### src/rtl/cfb_pkg.sv
package cfb_pkg;

  // Frame constants.
  localparam int unsigned MaxCommands  = 10;
  localparam int unsigned CmdFields    = 10;
  localparam logic [7:0]  StartDelim   = 8'h27;
  localparam logic [7:0]  ClassByte    = 8'h03;
  localparam logic [7:0]  OpSet        = 8'h80;
  localparam logic [7:0]  LenBase      = 8'h05;
  localparam logic [15:0] CrcPoly      = 16'h1021;
  localparam logic [15:0] CrcInit      = 16'hFFFF;
  localparam logic [15:0] CrcXorOut    = 16'hFFFF;
  localparam logic [15:0] DstAddrReset = 16'hF8E7;
  localparam logic [7:0]  SrcAddrReset = 8'h0A;

  // Configuration register indexes.
  typedef enum logic [0:0] {
    RegDstAddr = 1'b0,
    RegSrcAddr = 1'b1
  } cfg_reg_e;

  // Microcode program size.
  localparam int unsigned NumSteps = 11;
  localparam int unsigned PcWidth  = $clog2(NumSteps);

  // Program entry points and the identifier loop.
  localparam logic [PcWidth-1:0] PcFrame  = PcWidth'(0);
  localparam logic [PcWidth-1:0] PcCmd    = PcWidth'(7);
  localparam logic [PcWidth-1:0] PcError  = PcWidth'(10);

  // Source of the byte sent in one step.
  typedef enum logic [3:0] {
    SrcDelim,
    SrcLen,
    SrcDstHi,
    SrcDstLo,
    SrcSrcAddr,
    SrcClass,
    SrcOp,
    SrcCmd,
    SrcCrcHi,
    SrcCrcLo,
    SrcZero
  } src_e;

  // Jump conditions.
  typedef enum logic [0:0] {
    CondNone,
    CondMoreCmds
  } cond_e;

  // One control word.
  typedef struct packed {
    src_e                src;
    logic                crc_en;
    logic                shift;
    logic                last;
    logic                err;
    logic                done;
    cond_e               cond;
    logic [PcWidth-1:0]  target;
  } ctrl_t;

  // The program: one control word per step.
  function automatic ctrl_t ucode_rom(input logic [PcWidth-1:0] pc);
    ctrl_t w;
    w = '{src: SrcZero, crc_en: 1'b0, shift: 1'b0, last: 1'b0, err: 1'b0,
          done: 1'b1, cond: CondNone, target: PcFrame};
    case (pc)
      PcWidth'(0):  w.src = SrcDelim;
      PcWidth'(1):  begin w.src = SrcLen;     w.crc_en = 1'b1; end
      PcWidth'(2):  begin w.src = SrcDstHi;   w.crc_en = 1'b1; end
      PcWidth'(3):  begin w.src = SrcDstLo;   w.crc_en = 1'b1; end
      PcWidth'(4):  begin w.src = SrcSrcAddr; w.crc_en = 1'b1; end
      PcWidth'(5):  begin w.src = SrcClass;   w.crc_en = 1'b1; end
      PcWidth'(6):  begin w.src = SrcOp;      w.crc_en = 1'b1; end
      PcWidth'(7):  begin
        w.src    = SrcCmd;
        w.crc_en = 1'b1;
        w.shift  = 1'b1;
        w.cond   = CondMoreCmds;
        w.target = PcCmd;
      end
      PcWidth'(8):  w.src = SrcCrcHi;
      PcWidth'(9):  begin w.src = SrcCrcLo; w.last = 1'b1; end
      PcWidth'(10): begin w.src = SrcZero;  w.last = 1'b1; w.err = 1'b1; end
      default:      w.src = SrcZero;
    endcase
    // Only the two closing steps end the run; every other step goes on.
    w.done = w.last;
    return w;
  endfunction

  // Byte-wise CRC-16, MSB first.
  function automatic logic [15:0] crc16_byte(input logic [15:0] crc, input logic [7:0] b);
    logic [15:0] c;
    c = crc ^ {b, 8'h00};
    for (int k = 0; k < 8; k++) begin
      c = c[15] ? ({c[14:0], 1'b0} ^ CrcPoly) : {c[14:0], 1'b0};
    end
    return c;
  endfunction

endpackage

### src/rtl/command_frame_builder_crc16.sv
// Start loads the step counter and run flag, and each byte then passes through
// the output register. A frame goes out one byte a cycle from the microcode step
// counter; no new request is taken until the frame or error word is done.
// The receiver cannot stall: each byte stands for one cycle under frame_valid_o.
// Reset (rst_ni low, asynchronous) stops any frame and restores the addresses.
module command_frame_builder_crc16 import cfb_pkg::*; (
  input  logic        clk_i,
  input  logic        rst_ni,
  input  logic        start,
  output logic        busy,
  input  logic        cfg_we_i,
  input  logic [0:0]  cfg_index_i,
  input  logic [15:0] cfg_wdata_i,
  input  logic [3:0]  command_count_i,
  input  logic [7:0]  command_0_i,
  input  logic [7:0]  command_1_i,
  input  logic [7:0]  command_2_i,
  input  logic [7:0]  command_3_i,
  input  logic [7:0]  command_4_i,
  input  logic [7:0]  command_5_i,
  input  logic [7:0]  command_6_i,
  input  logic [7:0]  command_7_i,
  input  logic [7:0]  command_8_i,
  input  logic [7:0]  command_9_i,
  output logic        frame_valid_o,
  output logic [7:0]  frame_byte_o,
  output logic        frame_last_o,
  output logic        count_error_o
);

  logic [15:0]        dst_addr_q;
  logic [7:0]         src_addr_q;
  logic               run_q, run_d;
  logic [PcWidth-1:0] pc_q, pc_d;
  logic [3:0]         count_q;
  logic [3:0]         rem_q, rem_d;
  logic [7:0]         cmd_q [CmdFields];
  logic [15:0]        crc_q, crc_d;
  logic               valid_q;
  logic [7:0]         byte_q, byte_d;
  logic               last_q, err_q;
  logic               accept;
  logic               count_bad;
  logic               take_jump;
  logic [15:0]        crc_out;
  ctrl_t              ctrl;

  assign accept    = start && !busy;
  assign count_bad = (command_count_i == 4'd0) || (command_count_i > 4'(MaxCommands));
  assign busy      = run_q;

  // Configuration registers.
  always_ff @(posedge clk_i or negedge rst_ni) begin
    if (!rst_ni) begin
      dst_addr_q <= DstAddrReset;
      src_addr_q <= SrcAddrReset;
    end else if (cfg_we_i) begin
      case (cfg_reg_e'(cfg_index_i))
        RegDstAddr: dst_addr_q <= cfg_wdata_i;
        RegSrcAddr: src_addr_q <= cfg_wdata_i[7:0];
        default:    ;
      endcase
    end
  end

  // Control word of the current step.
  always_comb begin
    ctrl = ucode_rom(pc_q);
  end

  // Step counter, remaining identifiers and run flag.
  always_comb begin
    run_d     = run_q;
    pc_d      = pc_q;
    rem_d     = rem_q;
    take_jump = (ctrl.cond == CondMoreCmds) && (rem_q != 4'd1);
    if (accept) begin
      run_d = 1'b1;
      pc_d  = count_bad ? PcError : PcFrame;
      rem_d = command_count_i;
    end else if (run_q) begin
      if (ctrl.shift) begin
        rem_d = rem_q - 4'd1;
      end
      if (ctrl.done) begin
        run_d = 1'b0;
      end else if (take_jump) begin
        pc_d = ctrl.target;
      end else begin
        pc_d = pc_q + PcWidth'(1);
      end
    end
  end

  // Byte selection and CRC update.
  always_comb begin
    crc_out = crc_q ^ CrcXorOut;
    case (ctrl.src)
      SrcDelim:   byte_d = StartDelim;
      SrcLen:     byte_d = LenBase + {4'd0, count_q};
      SrcDstHi:   byte_d = dst_addr_q[15:8];
      SrcDstLo:   byte_d = dst_addr_q[7:0];
      SrcSrcAddr: byte_d = src_addr_q;
      SrcClass:   byte_d = ClassByte;
      SrcOp:      byte_d = OpSet | {4'd0, count_q};
      SrcCmd:     byte_d = cmd_q[0];
      SrcCrcHi:   byte_d = crc_out[15:8];
      SrcCrcLo:   byte_d = crc_out[7:0];
      default:    byte_d = 8'h00;
    endcase
    crc_d = crc_q;
    if (accept) begin
      crc_d = CrcInit;
    end else if (run_q && ctrl.crc_en) begin
      crc_d = crc16_byte(crc_q, byte_d);
    end
  end

  // Control registers.
  always_ff @(posedge clk_i or negedge rst_ni) begin
    if (!rst_ni) begin
      run_q   <= 1'b0;
      pc_q    <= PcFrame;
      valid_q <= 1'b0;
    end else begin
      run_q   <= run_d;
      pc_q    <= pc_d;
      valid_q <= run_q;
    end
  end

  // Request payload: the identifiers shift toward slot 0 as they are sent.
  always_ff @(posedge clk_i) begin
    rem_q <= rem_d;
    crc_q <= crc_d;
    if (accept) begin
      count_q   <= command_count_i;
      cmd_q[0]  <= command_0_i;
      cmd_q[1]  <= command_1_i;
      cmd_q[2]  <= command_2_i;
      cmd_q[3]  <= command_3_i;
      cmd_q[4]  <= command_4_i;
      cmd_q[5]  <= command_5_i;
      cmd_q[6]  <= command_6_i;
      cmd_q[7]  <= command_7_i;
      cmd_q[8]  <= command_8_i;
      cmd_q[9]  <= command_9_i;
    end else if (run_q && ctrl.shift) begin
      for (int i = 0; i < CmdFields - 1; i++) begin
        cmd_q[i] <= cmd_q[i+1];
      end
    end
  end

  // Output register for the word of the current step.
  always_ff @(posedge clk_i) begin
    byte_q <= byte_d;
    last_q <= ctrl.last;
    err_q  <= ctrl.err;
  end

  assign frame_valid_o = valid_q;
  assign frame_byte_o  = byte_q;
  assign frame_last_o  = last_q;
  assign count_error_o = err_q;

endmodule

### config.mk
export PLATFORM = sky130hd
export DESIGN_NAME = command_frame_builder_crc16
export DESIGN_NICKNAME = d
export VERILOG_FILES = /design/src/rtl/cfb_pkg.sv /design/src/rtl/command_frame_builder_crc16.sv
export SDC_FILE = /design/constraint.sdc
export NUM_CORES = 1
export LEC_CHECK = 0
export ABC_AREA = 1
export BUFFER_PORTS_ARGS = -buffer_cell sky130_fd_sc_hd__buf_2
export CORE_UTILIZATION = 30
export DETAILED_ROUTE_END_ITERATION = 6
export HOLD_SLACK_MARGIN = 0.08
export SETUP_SLACK_MARGIN = 0.4
export SLEW_MARGIN = 40
export SYNTH_ARGS = -nofsm -noshare
export SYNTH_HDL_FRONTEND = slang
export SYNTH_SLANG_ARGS = --single-unit
export TNS_END_PERCENT = 30
### constraint.sdc
create_clock -name clk_i -period 4 [get_ports clk_i]
set_clock_uncertainty 0.1 [all_clocks]
set_input_delay 0.8 -clock clk_i [delete_from_list [all_inputs] [get_ports clk_i]]
set_output_delay 0.8 -clock clk_i [all_outputs]
set_load 0.005 [all_outputs]
=== After elaboration in Yosys (flattened, before gate mapping) ===
Memories as Yosys holds them, arrays and structs flattened.
Cells that the tools add are included.

* Register bits: 64
* RAM bits: 80
* Input port bits: 105
* Logic and storage cells: 114
* Memories kept: 1

* Add/sub/neg operators: 3
* Magnitude comparators: 1
* Eq/ne operators: 21
* Muxes and demuxes: 40
* Bitwise operators: 20
* Reductions and logical operators: 17

{| class="wikitable"
|+ Memories
! name !! words !! bits a word !! read ports !! clocked after memory_dff !! wr ports !! line !! source
|-
| cmd_q || 10 || 8 || 10 || 0 || 10 || command_frame_builder_crc16.sv:37 || <nowiki>logic [7:0] cmd_q [CmdFields];</nowiki>
|}

{| class="wikitable"
|+ Operator list
! operator !! number
|-
| $mux 13 || 8
|-
| $pmux 8 s10 || 1
|-
| $mux 8 || 9
|-
| $pmux 4 s10 || 1
|-
| $eq 4x3->1 const B || 8
|-
| $mux 4 || 8
|-
| $not 3->3 || 8
|-
| $eq 4x4->1 const B || 5
|-
| $eq 4x2->1 const B || 4
|-
| $not 16->16 || 1
|-
| $xor 16x16->16 || 1
|-
| $logic_not 4->1 || 3
|-
| $mux 1 || 12
|-
| $or 1x1->1 || 9
|-
| $eq 4x1->1 const B || 2
|-
| $reduce_and 2->1 || 4
|-
| $reduce_or 7->1 || 1
|-
| $add 3x4->5 const A || 1
|-
| $mux 5 || 1
|-
| $add 4x1->4 const B || 1
|-
| $gt 4x4->1 const B || 1
|-
| $logic_and 1x1->1 || 4
|-
| $ne 4x1->1 const B || 1
|-
| $reduce_bool 2->1 || 2
|-
| 6 further kinds || 6
|}

=== Longest topological paths before layout ===
Gate-level depths: netlist of the first run.

* Depth in word-level cells: 21
* Depth in mapped cells: 19
* Mapped depth without buffers: 18

=== Least setup slack after synthesis of the first run ===
Ideal clock, no wire load.

* Kind: register -> register
* Start point: register pc_q[0]
* End point: register crc_q[7]
* Arrival time: 3.432 ns
* Path slack: 0.359 ns
* Stages on the path, launching flop included: 13
* Period minus slack after synthesis: 3.641 ns
* Cells stage by stage: dfrtp_1 > ha_1 > nand2_1 > nor2_1 > nand2_1 > buf_2 > nand2_1 > or2_1 > buf_2 > o22ai_1 > o21ai_1 > nand2_1 > inv_1

* Longest elaborated chain between the ends: 14
* Elaborated cells between the ends (all ways): 36
* Classes of those cells: 18 x eq/ne; 11 x mux; 3 x bitwise; 4 x reduce/logical

{| class="wikitable"
|+ Ends and longest elaborated chain
! element !! line !! source
|-
| start: declaration || command_frame_builder_crc16.sv:34 || <nowiki>logic [PcWidth-1:0] pc_q, pc_d;</nowiki>
|-
| start signal: assignment || command_frame_builder_crc16.sv:123 || <nowiki>pc_q <= PcFrame;</nowiki>
|-
| start signal: assignment || command_frame_builder_crc16.sv:127 || <nowiki>pc_q <= pc_d;</nowiki>
|-
| $eq 4x4->1, or another cell as far along || cfb_pkg.sv:69 || <nowiki>case (pc)</nowiki>
|-
| $pmux 4 s10 || cfb_pkg.sv:69 ||
|-
| $eq 4x4->1, or another cell as far along || command_frame_builder_crc16.sv:98 || <nowiki>case (ctrl.src)</nowiki>
|-
| $pmux 8 s10 || command_frame_builder_crc16.sv:98 ||
|-
| $xor 16x16->16 || cfb_pkg.sv:97 || <nowiki>c = crc ^ {b, 8'h00};</nowiki>
|-
| $mux 13 (5 in series) || cfb_pkg.sv:99 || <nowiki>c = c[15] ? ({c[14:0], 1'b0} ^ CrcPoly) : {c[14:0], 1'b0};</nowiki>
|-
| $not 3->3 (no source line) || -- ||
|-
| $mux 13 (3 in series) || cfb_pkg.sv:99 ||
|-
| end signal: assignment || command_frame_builder_crc16.sv:135 || <nowiki>crc_q <= crc_d;</nowiki>
|-
| end: declaration || command_frame_builder_crc16.sv:38 || <nowiki>logic [15:0] crc_q, crc_d;</nowiki>
|}

Several ways; a longest one is shown, not always the timed one.
A chain may end at the register's enable or synchronous reset.

=== Worst setup path after layout of the first run ===
* Start point: register pc_q[0]
* End point: register crc_q[6]

* Elaborated cells between the ends (all ways): 36
* Classes of those cells: 18 x eq/ne; 11 x mux; 3 x bitwise; 4 x reduce/logical

{| class="wikitable"
|+ RTL lines
! element !! line !! source
|-
| $eq 4x4->1, or another cell as far along || cfb_pkg.sv:69 ||
|-
| $pmux 4 s10 * || cfb_pkg.sv:69 ||
|-
| $eq 4x4->1, or another cell as far along || command_frame_builder_crc16.sv:98 ||
|-
| $pmux 8 s10 * || command_frame_builder_crc16.sv:98 ||
|-
| via byte_d[5] || command_frame_builder_crc16.sv:40 || <nowiki>logic [7:0] byte_q, byte_d;</nowiki>
|-
| $xor 16x16->16 * || cfb_pkg.sv:97 ||
|-
| $mux 13 * (3 in series) || cfb_pkg.sv:99 ||
|}

Mark *: on every way through the listed nets, which the timed path passes. The rest lies on a longest branch.

==> results of run 1 <==
[final cells by class]
class                   count  area [um2]
diodes                      1        2.50
well taps                 313         392
fillers                  2363       14300
repair buffers            120         611
flip-flops and latches    144        3930
clock buffers              17         425
multi-input cells         571        2710
inverters                  60         228
clock inverters            15         168
[state kept, by name, indices dropped and copies added (netlist names)]
name           flops
src_addr_q         8
frame_byte_o       8
crc_q             16
pc_q               4
frame_last_o       1
count_error_o      1
cmd_q             80
rem_q              4
count_q            4
dst_addr_q        16
busy               1
frame_valid_o      1
[power by group through the flow]
| stage | clock [mW] | combinational [mW] | sequential, mW |
|---|---|---|---|
| after floorplan | 0 | 1.73 | 2.17 |
| after global placement | 0 | 2.17 | 2.24 |
| after detailed placement | 0 | 2.21 | 2.25 |
| after CTS | 1.65 | 2.22 | 2.22 |
| after global routing | 1.71 | 2.49 | 2.25 |
| final | 1.61 | 2.21 | 2.21 |
[logic make-up (layout without fill, tap and decap cells)]
family | count (synthesis) | in the layout | synth area share, %
flops | 144 | 144 | 56.1
buf+inv | 88 | 212 | 5.36
simple gates | 491 | 491 | 30.7
fa+ha+maj | 7 | 7 | 1.25
compound gates | 61 | 61 | 4.81
other cells | 0 | 1 | 0
mux | 7 | 7 | 1.13
xor+xnor | 5 | 5 | 0.626
[cells in the final DEF, fill, tap and decap left out, types with 6 or more instances in the layout]
master,count
o21ai_0,28
ha_1,7
dfstp_2,13
nor2_2,15
buf_2,116
o22ai_1,8
nor2_1,25
inv_8,6
edfxtp_1,88
dfrtp_1,17
inv_2,8
dfxtp_1,26
a21oi_1,14
nand4_1,14
mux2_2,7
inv_1,51
nand2_1,338
nand2_2,24
nand3_1,52
clkbuf_16,17
[worst max path at each step]
stage / to / start / cells past startpoint
6_report: crc_q[6] / pc_q[0] / 16
4_1_cts: crc_q[6] / pc_q[0] / 16
3_3_place_gp: pc_q[1] / start / 7
2_1_floorplan: crc_q[7] / pc_q[0] / 12
3_5_place_dp: crc_q[6] / pc_q[0] / 15
5_1_grt: crc_q[6] / pc_q[0] / 16
[through the flow]
stage / util (%) / power (mW)
finish: 37.2 / 6.04
global route: 37.2 / 6.45
floorplan: - / 3.91
detailed placement: 34.5 / 4.46
CTS: 37.1 / 6.08
global placement: 34.5 / 4.41
[routing by layer]
layer,vias to the layer above,global-route usage (%),wire length [um]
met5,-,0,8
met3,24,3.84,867
met1,2463,18.9,7700
met4,2,5.14,315
met2,164,22.6,7620
li1,2840,-,-
==> out/results.tsv, run 1 <==
stage	metric	value	unit
worst_setup_path	r2r worst-path depth	16	
final_layout	share of layout cells above drive strength 1	25.4	%
cts	H-tree depth	4	
logic_synthesis	number of enable flip-flop cells after synthesis	88	
cts	Max Root-Sink Buffers	2	
min_path	worst min path class	input pin to asynchronous set/reset pin	
global_routing	initial antenna violation count	2	
pwr	VDD IR-drop max	0.267	mV
logic_synthesis	Mapped Cells	803	
job	max_cap viols	0	
worst_setup_path	crit-path cells	inv_1 > ha_1 > o21ai_4 > nand3_4 > nor2_4 > nand2_1 > and3_1 > nand2_2 > nand2_1 > nand2_1 > nand2_1 > nand2_2 > nand2_1 > nand2_1 > nand2_1 > inv_1	
global_routing	GRT Total Usage	14.4	%
worst_setup_path	crit path DAT	3.09	ns
logic_synthesis	Commonest cells post-synth	nand2_1, edfxtp_1, inv_1, nand3_1, o21ai_0	
floorplan	Initial Util	30.7	%
global_routing	largest net degree at the start of global routing	73	
pwr	Clk network pwr share	26.7	%
logic_synthesis	syn_nets	915	
floorplan	full die area	23900	um2
floorplan	die width	155	um
timing	setup ws final	1.17	ns
logic_synthesis	top post-synthesis cells by area	edfxtp_1, nand2_1, dfxtp_1, dfrtp_1, dfstp_2	
timing	Slew Viols, Final	0	
worst_setup_path	Critical Path Fanout Max	15	
global_routing	total congestion overflow	0	
detailed_routing	drt first-iter violations	336	
cts	# Post-CTS Setup Buffers	0	
placed_design	placed cell count	1208	
pwr	Logic pwr share	36.6	%
detailed_routing	# DRC	0	
cts	post-CTS sizing	0	
cts	Root Buffer Master	clkbuf_16	
global_routing	first-pass GRT wire length	26700	um
worst_setup_path	FF-to-FF setup slack	1.17	ns
cts	Worst-path clk slew	0.07	ns
logic_synthesis	#FFs+latches synth	144	
cts	Hold-fix buffers, CTS	0	
pwr	switching share of power	40.3	%
logic_synthesis	yosys warns	0	
detailed_routing	via count	5493	
worst_setup_path	Worst Path Buf+Inv	2	
worst_setup_path	max incr delay on CP	0.39	ns
logic_synthesis	Synth cell types	38	
logic_synthesis	Avg Cell Area, Syn	8.72	um2
logic_synthesis	most frequent cell after synthesis	nand2_1	
run_status	status	finished clean	
floorplan	Cell Rows	55	
timing	highest clock rate	353	MHz
pwr	Net Sw Power	2.43	mW
timing	crit path time final	2.83	ns
placed_design	RePlAce Congestion	0.904	
floorplan	Core ar.	22800	um2
logic_synthesis	largest area contributor in the netlist	edfxtp_1	
placed_design	pre-CTS setup slack	1.19	ns
final_layout	Area Overhead vs Synth	20.9	%
timing	hold slack	0.323	ns
floorplan	chip height	155	um
pwr	Flop pwr share	36.7	%
timing	Worst-Margin Slew	0.744	ns
timing	final hold vios	0	
detailed_routing	final wirelength	16500	um
worst_setup_path	critical path class	flop to flop	
detailed_routing	DR vias/cell	4.43	
final_layout	Final #Nets	1026	
placed_design	area post-placement	7870	um2
worst_setup_path	RR Endpoint	crc_q[6]	
timing	endpoints failing setup	0	
timing	relative max-transition margin	50.4	%
timing	setup TNS	0	ns
floorplan	I/O Pins	117	
logic_synthesis	Post-synth ARST share	20.8	%
logic_synthesis	sequential element share of the synthesized area	56.1	%
pwr	Int Power	3.60	mW
pwr	PwrDens	713	nW/um2
cts	clock tree from TritonCTS	built	
logic_synthesis	Most used DFF post-synth	edfxtp_1	
cts	worst skew pair latency	0.42	ns
detailed_routing	Pre-Repair DR Iteration Count	5	
worst_setup_path	worst r2r src	pc_q[0]	
timing	RSZ-0062 raised after global routing	false	
worst_setup_path	Critical Path RT	4.27	ns
global_routing	vias in the first global route	5274	
final_layout	fin area	8470	um2
detailed_routing	wire per inst	13.3	um
cts	TritonCTS Buffers	17	
timing	crit share post-route	70.7	%
detailed_routing	Antenna Nets Post-Route	0	
logic_synthesis	share of the synthesized area in the top cell type	37.7	%
worst_setup_path	element type at the critical path start	flop	
worst_setup_path	CP dominant cell by count	nand2_1	
placed_design	IO buf count	116	
cts	clock sink count	144	
worst_setup_path	CP top delay family	simple AND/OR/NAND/NOR gates	
final_layout	Non-Filler Instances	1241	
pwr	leakage power figure	3.93	nW
worst_setup_path	Critical Path Sink Type	flop	
placed_design	hpwl dp	11800	um
worst_setup_path	Slowest cell on crit path	dfrtp_1	
logic_synthesis	Synth Cell Area	7000	um2
Note: power is estimated with default switching activity, not from simulation.
==> inputs of run 2 (changes only) <==
Settings changed: ABC_AREA 1 to 0.
Clock period 4 ns to 2.66 ns, I/O delays scaled along.
==> run 2 against run 1 <==
The run now ends with negative setup slack left. Non-clock buffer count grew 71. Cell count down 20%. Synthesized cell count down 36%. Count of clock-buffer cells in the layout did not move. Via count fell by 12%. Utilization increased by 4.5 points. Global-route usage up 0.45 points. Power is 75% higher. Routed wire length rose by 0.44%. First-iteration DRC count is 14% lower. Synthesized area down 2.4%. Clock power rose by 47%. Largest cell class unchanged. Highest routed layer unchanged.
==> out/results.tsv, run 2 <==
stage	metric	value	unit	change
logic_synthesis	share of the synthesized area in the top cell type	38.7	%	+0.91 points
detailed_routing	wire per inst	16.7	um	+26%
timing	highest clock rate	362	MHz	+2.5%
placed_design	area post-placement	8210	um2	+4.4%
detailed_routing	# DRC	0		unchanged
final_layout	share of layout cells above drive strength 1	55.8	%	+30 points
pwr	Flop pwr share	33.0	%	-3.7 points
final_layout	max reg flops	80		unchanged
timing	RSZ-0062 raised after global routing	true		
worst_setup_path	RR Endpoint	crc_q[5]		
detailed_routing	final wirelength	16600	um	+0.44%
logic_synthesis	Avg Cell Area, Syn	13.3	um2	+52%
run_status	failing checks	negative setup slack		
pwr	Logic pwr share	44.7	%	+8.1 points
pwr	VDD IR-drop max	0.513	mV	+92%
cts	TritonCTS Buffers	17		unchanged
detailed_routing	M1 wire length	6960	um	-9.5%
logic_synthesis	Mapped Cells	515		-36%
cts	Root Buffer Master	clkbuf_16		
detailed_routing	Pre-Repair DR Iteration Count	4		-1
floorplan	I/O Pins	117		unchanged
detailed_routing	DR WL met3	990	um	+14%
cts	clock tree from TritonCTS	built		
cts	Worst-path clk slew	0.07	ns	about the same
logic_synthesis	Synth Cell Area	6840	um2	-2.4%
logic_synthesis	Post-synth ARST share	20.8	%	unchanged
logic_synthesis	#FFs+latches synth	144		unchanged
worst_setup_path	worst r2r src	pc_q[1]		
placed_design	RePlAce Congestion	0.880		-2.7%
floorplan	full die area	23400	um2	-2.3%
min_path	Hold Crit Depth	1		
run_status	status	finished with violations		
cts	worst skew pair latency	0.42	ns	about the same
final_layout	Final #Nets	812		-21%
placed_design	IO buf count	116		unchanged
cts	clock sink count	144		unchanged
pwr	Int Power	6.84	mW	+90%
detailed_routing	via count	4816		-12%
final_layout	commonest cells after routing, fill and taps aside	buf_2, mux2_2, edfxtp_1		
pwr	PwrDens	1150	nW/um2	+61%
logic_synthesis	largest area contributor in the netlist	edfxtp_1		
final_layout	Ant. Diodes	0		-1
worst_setup_path	critical path class	flop to flop		
worst_setup_path	max incr delay on CP	0.50	ns	+0.11 ns
timing	setup ws final	-0.100	ns	-1.27 ns
worst_setup_path	Critical Path RT	2.86	ns	-1.41 ns
floorplan	die width	153	um	-1.2%
worst_setup_path	crit-path cells	buf_6 > ha_4 > a21o_4 > buf_6 > nand3_2 > nand4_1 > or4_4 > a211o_4 > a2111oi_4 > a211oi_2		
timing	relative max-transition margin	54.5	%	+4.1 points
cts	H-tree depth	4		unchanged
placed_design	hpwl dp	11600	um	-1.2%
global_routing	largest net degree at the start of global routing	45		-38%
timing	Slew Viols, Final	0		unchanged
min_path	Hold EP	cmd_q[9][4]		
floorplan	chip height	153	um	-1.2%
detailed_routing	Antenna Nets Post-Route	0		unchanged
timing	crit path time final	2.76	ns	-0.0690 ns
logic_synthesis	Synth cell types	65		+71%
worst_setup_path	CP dominant cell by count	buf_6		
cts	Max Root-Sink Buffers	2		unchanged
worst_setup_path	r2r worst-path depth	10		-6
final_layout	fin area	9200	um2	+8.6%
job	max_cap viols	0		unchanged
timing	crit share post-route	104	%	+33 points
logic_synthesis	number of enable flip-flop cells after synthesis	88		unchanged
min_path	Hold Crit Start	command_9_i[4]		
logic_synthesis	syn_nets	627		-31%
global_routing	initial antenna violation count	2		unchanged
worst_setup_path	Worst Path Buf+Inv	2		unchanged
placed_design	placed cell count	946		-22%
worst_setup_path	crit path DAT	2.96	ns	-0.13 ns
pwr	switching share of power	35.2	%	-5.2 points
worst_setup_path	Critical Path Sink Type	flop		
worst_setup_path	Slowest cell on crit path	or4_4		
global_routing	vias in the first global route	5019		-4.8%
timing	Worst-Margin Slew	0.682	ns	-0.0616 ns
final_layout	Reg with most FFs	cmd_q		
worst_setup_path	element type at the critical path start	flop		
logic_synthesis	most frequent cell after synthesis	mux2_2		
pwr	Clk network pwr share	22.3	%	-4.4 points
pwr	leakage power figure	3.70	nW	-6.0%
final_layout	top flop regs	cmd_q x80, crc_q x16, dst_addr_q x16		
floorplan	Cell Rows	54		-1.8%
final_layout	Area Overhead vs Synth	34.5	%	
floorplan	Initial Util	30.9	%	+0.20 points
logic_synthesis	Commonest cells post-synth	mux2_2, edfxtp_1, dfxtp_1, nand3_1, nor2_1		
global_routing	GRT Total Usage	14.8	%	+0.45 points
logic_synthesis	top post-synthesis cells by area	edfxtp_1, mux2_2, dfxtp_1, dfrtp_1, dfstp_2		
worst_setup_path	Critical Path Fanout Max	6		-9
worst_setup_path	CP top delay family	compound AO/OA/AOI/OAI gates		
detailed_routing	DR vias/cell	4.85		+9.6%
final_layout	Non-Filler Instances	993		-20%
logic_synthesis	Most used DFF post-synth	edfxtp_1		
global_routing	total congestion overflow	0		unchanged
floorplan	Core ar.	22100	um2	-3.0%
detailed_routing	drt first-iter violations	289		-14%
worst_setup_path	FF-to-FF setup slack	-0.10	ns	-1.27 ns
min_path	worst min path class	input pin to flop		
global_routing	first-pass GRT wire length	26700	um	about the same
detailed_routing	Routed met2 length	8370	um	+9.9%
final_layout	Final Core Density	41.6	%	+4.5 points
timing	endpoints failing setup	5		+5
detailed_routing	DR top layer	met5		
final_layout	commonest non-fill, non-tap cell in the layout	buf_2		
logic_synthesis	yosys warns	0		unchanged
logic_synthesis	sequential element share of the synthesized area	57.5	%	+1.4 points
timing	final hold vios	0		unchanged
pwr	Net Sw Power	3.71	mW	+52%
## run 2: changes by cell type after synthesis, moves of 8 or more
cell     delta
inv_1      -42
mux2_2     +89
nand2_1   -323
nand2_2    -22
nand3_1    -26
nand4_1     -8
nor2_2     -14
nor2b_1    +10
nor3_1      +8
o21ai_0    -11
## run 2: power groups by stage
stage	combinational [mW]	clock, mW	sequential [mW]
after global placement	3.90	0	3.49
after detailed placement	3.94	0	3.50
after global routing	5.15	2.50	3.55
after floorplan	2.62	0	3.36
after CTS	4.54	2.41	3.48
final	4.72	2.36	3.48
## run 2: final cells by class
type / instances / area [um2]
fill: 2044 / 12900
sequential: 144 / 3930
multi-input combinational: 336 / 3070
timing repair buffer: 191 / 1230
clock buffer: 17 / 425
tap: 280 / 350
clock inverter: 15 / 146
inverter: 10 / 40.0
## run 2: timing repair
| item | in CTS | in global routing |
|---|---|---|
| hold buffers | 1 | 0 |
| pin swaps | 27 | 12 |
| setup buffers | 12 | 2 |
| cloned | 0 | 0 |
| endpoints found under the hold margin | 17 | 0 |
| gates resized for setup | 51 | 16 |
| endpoints found under the setup margin | 166 | 48 |
## run 2: worst max path at each step
| stage | startpoint | end | slack, ns | cells past startpoint |
|---|---|---|---|---|
| 3_3_place_gp | pc_q[1] | crc_q[5] | -0.07 | 10 |
| 3_5_place_dp | pc_q[1] | crc_q[5] | -0.13 | 10 |
| 2_1_floorplan | pc_q[0] | crc_q[5] | 0.01 | 11 |
| 6_report | pc_q[1] | crc_q[5] | -0.10 | 10 |
| 4_1_cts | pc_q[1] | crc_q[5] | -0.1 | 10 |
| 5_1_grt | pc_q[1] | crc_q[5] | -0.20 | 10 |
## run 2: logic make-up (layout without fill, tap and decap cells)
kind of cell	count (synthesis)	after routing	share of synthesized area [%]
AO/OA/AOI/OAI	84	84	8.62
buffers and inverters	35	233	2.40
flip-flops	144	144	57.5
multiplexers	99	99	16.3
AND/OR/NAND/NOR	132	132	11.3
XOR/XNOR	14	14	2.60
adder cells (fa/ha/maj)	7	7	1.28
## run 2: through the flow
stage / power (mW) / hold slack (ns) / setup WS [ns] / setup TNS, ns
global placement: 7.40 / 0.405 / -0.0724 / -0.211
floorplan: 5.98 / 0.136 / 0.0102 / 0
CTS: 10.4 / 0.158 / -0.0975 / -0.238
finish: 10.6 / 0.177 / -0.100 / -0.222
detailed placement: 7.45 / 0.407 / -0.135 / -0.532
global route: 11.2 / 0.156 / -0.197 / -1.53
## run 2: worst register-to-register path: stages, from the launching register on
cell and delay (ns):
dfrtp_2 0.44, buf_6 0.13, ha_4 0.18, a21o_4 0.24, buf_6 0.13, nand3_2 0.04, nand4_1 0.09, or4_4 0.50
a211o_4 0.37, a2111oi_4 0.37, a211oi_2 0.05
## run 2: metal layers
layer	global-route usage, %	vias up
met5	0	-
met4	4.81	2
met2	24.9	120
li1	-	2319
met1	18.2	2358
met3	4.37	17
==> inputs of run 3 (changes only) <==
Settings changed: ABC_AREA 0 to 1.
==> run 3 against run 2 <==
The flow now finishes without violations. Largest power group unchanged. Critical path depth up 9. Sequential share of layout area up 1.8 points. Fmax up 15%. Sequential power down 4%. Die area up 2.4%. Via count up 17%. Cell count up 27%.
==> out/results.tsv, run 3 (synthesis results as in run 1) <==
stage	metric	value	unit	change
floorplan	chip height	155	um	+1.2%
cts	TritonCTS Buffers	17		unchanged
worst_setup_path	Slowest cell on crit path	dfrtp_2		
worst_setup_path	Critical Path RT	2.89	ns	+0.03 ns
timing	Slew Viols, Final	0		unchanged
job	max_cap viols	0		unchanged
final_layout	commonest non-fill, non-tap cell in the layout	nand2_1		
placed_design	IO buf count	116		unchanged
global_routing	vias in the first global route	5442		+8.4%
min_path	worst min path class	input pin to flop		
floorplan	die width	155	um	+1.2%
timing	highest clock rate	418	MHz	+15%
run_status	status	finished clean		
final_layout	share of layout cells above drive strength 1	29.0	%	-27 points
worst_setup_path	FF-to-FF setup slack	0.27	ns	+0.37 ns
cts	clock tree from TritonCTS	built		
global_routing	first-pass GRT wire length	27200	um	+1.7%
timing	setup ws final	0.269	ns	+0.370 ns
pwr	leakage power figure	4.09	nW	+11%
global_routing	total congestion overflow	0		unchanged
timing	setup TNS	0	ns	+0.222 ns
pwr	Net Sw Power	3.78	mW	+1.9%
worst_setup_path	critical path class	flop to flop		
final_layout	Final #Nets	1046		+29%
timing	final hold vios	0		unchanged
global_routing	largest net degree at the start of global routing	77		+71%
global_routing	GRT Total Usage	14.7	%	-0.061 points
placed_design	RePlAce Congestion	0.905		+2.9%
timing	endpoints failing setup	0		-5
detailed_routing	Antenna Nets Post-Route	0		unchanged
cts	Worst-path clk slew	0.07	ns	about the same
detailed_routing	# DRC	0		unchanged
final_layout	Reg with most FFs	cmd_q		
pwr	Logic pwr share	39.4	%	-5.3 points
final_layout	Area Overhead vs Synth	26.0	%	
timing	RSZ-0062 raised after global routing	true		
final_layout	# fillers	2301		+13%
timing	crit share post-route	89.9	%	-14 points
final_layout	max reg flops	80		unchanged
timing	hold slack	0.171	ns	-0.00554 ns
placed_design	pre-CTS setup slack	0.130	ns	+0.265 ns
cts	worst skew pair latency	0.43	ns	about the same
cts	Max Root-Sink Buffers	2		unchanged
detailed_routing	Pre-Repair DR Iteration Count	5		+1
cts	H-tree depth	4		unchanged
detailed_routing	DR vias/cell	4.46		-8.1%
pwr	Int Power	5.85	mW	-15%
cts	clock sink count	144		unchanged
worst_setup_path	crit-path cells	inv_2 > ha_1 > nor2_4 > inv_2 > nand3_4 > nor2_4 > buf_12 > nand3_2 > o21ai_1 > nor2_2 > nand2_2 > nand2_1 > nand2_2 > nand2_2 > nand2_2 > nand2_1 > nand2_1 > nand2_1 > inv_1		
worst_setup_path	Critical Path Fanout Max	15		+9
pwr	VDD IR-drop max	0.654	mV	+27%
floorplan	Core ar.	22800	um2	+3.1%
timing	crit path time final	2.39	ns	-0.370 ns
pwr	Clk network pwr share	26.0	%	+3.7 points
floorplan	full die area	23900	um2	+2.4%
timing	Worst-Margin Slew	0.660	ns	-0.0222 ns
detailed_routing	via count	5628		+17%
pwr	switching share of power	39.3	%	+4.1 points
worst_setup_path	element type at the critical path start	flop		
worst_setup_path	max incr delay on CP	0.42	ns	-0.08 ns
floorplan	I/O Pins	117		unchanged
pwr	PwrDens	1090	nW/um2	-4.9%
pwr	Power Total	9.63	mW	-8.7%
detailed_routing	wire per inst	13.3	um	-20%
final_layout	commonest cells after routing, fill and taps aside	nand2_1, buf_2, edfxtp_1		
detailed_routing	final wirelength	16800	um	+1.6%
final_layout	top flop regs	cmd_q x80, crc_q x16, dst_addr_q x16		
worst_setup_path	Critical Path Sink Type	flop		
pwr	Flop pwr share	34.6	%	+1.6 points
floorplan	Cell Rows	55		+1.9%
final_layout	Final Core Density	38.7	%	-2.9 points
placed_design	hpwl dp	11800	um	+1.4%
detailed_routing	drt first-iter violations	248		-14%
cts	Root Buffer Master	clkbuf_16		
timing	relative max-transition margin	55.9	%	+1.4 points
worst_setup_path	crit path DAT	2.62	ns	-0.34 ns
global_routing	initial antenna violation count	9		+7
floorplan	Initial Util	30.7	%	-0.20 points
[run 3: power by group through the flow]
stage | Combinational (mW) | Sequential (mW) | Clock (mW)
final | 3.79 | 3.34 | 2.50
after global routing | 4.25 | 3.40 | 2.65
after CTS | 3.70 | 3.33 | 2.56
after detailed placement | 3.47 | 3.37 | 0
after global placement | 3.43 | 3.37 | 0
after floorplan | 2.62 | 3.26 | 0
[run 3: what timing repair did]
action | CTS | global route
endpoints found under the hold margin | 17 | 0
gates resized for setup | 25 | 12
setup endpoints to repair | 16 | 16
setup buffers | 7 | 1
pin swaps | 13 | 8
hold buffers | 1 | 0
[run 3: metrics by stage]
stage	cell area, um2	cells
global route	8820	1262
floorplan	7020	803
finish	8820	1263
global placement	8000	1219
detailed placement	8000	1219
CTS	8760	1259
[run 3: critical path, delay by kind of cell, from the launching register on]
kind                       cells  cell delay [ns]
AOI/OAI and AO/OA              1             0.08
adders and majority gates      1             0.23
DFF                            1             0.42
buffers and inverters          4             0.34
and+or+nand+nor               13             1.11
[run 3: final timing paths]
check | depth (start not counted) | to | startpoint
worst min register to register | 0 | frame_valid_o | busy
max in group asynchronous | 2 | pc_q[3] | rst_ni
worst max register to register | 19 | crc_q[6] | pc_q[0]
worst min-delay path | 1 | cmd_q[9][3] | command_9_i[3]
worst max-delay path | 19 | crc_q[6] | pc_q[0]
min in group asynchronous | 2 | dst_addr_q[3] | rst_ni
[run 3: final cells by class]
cell class	count	area, um2	area share [%]
well taps	313	392	4.44
flip-flops and latches	144	3930	44.6
inverters	60	228	2.58
repair buffers	140	805	9.12
clock buffers	17	425	4.82
diodes	3	7.51	0.0851
clock inverters	15	193	2.18
multi-input cells	571	2840	32.2
[run 3: routing by layer]
layer / GRT usage (%) / vias to the layer above / part of all wire [%]
met1: 17.9 / 2558 / 44
met2: 23.8 / 135 / 47
met4: 6.41 / 12 / 2.6
met5: 0 / - / 0.40
met3: 5.02 / 38 / 5.8
li1: - / 2885 / -
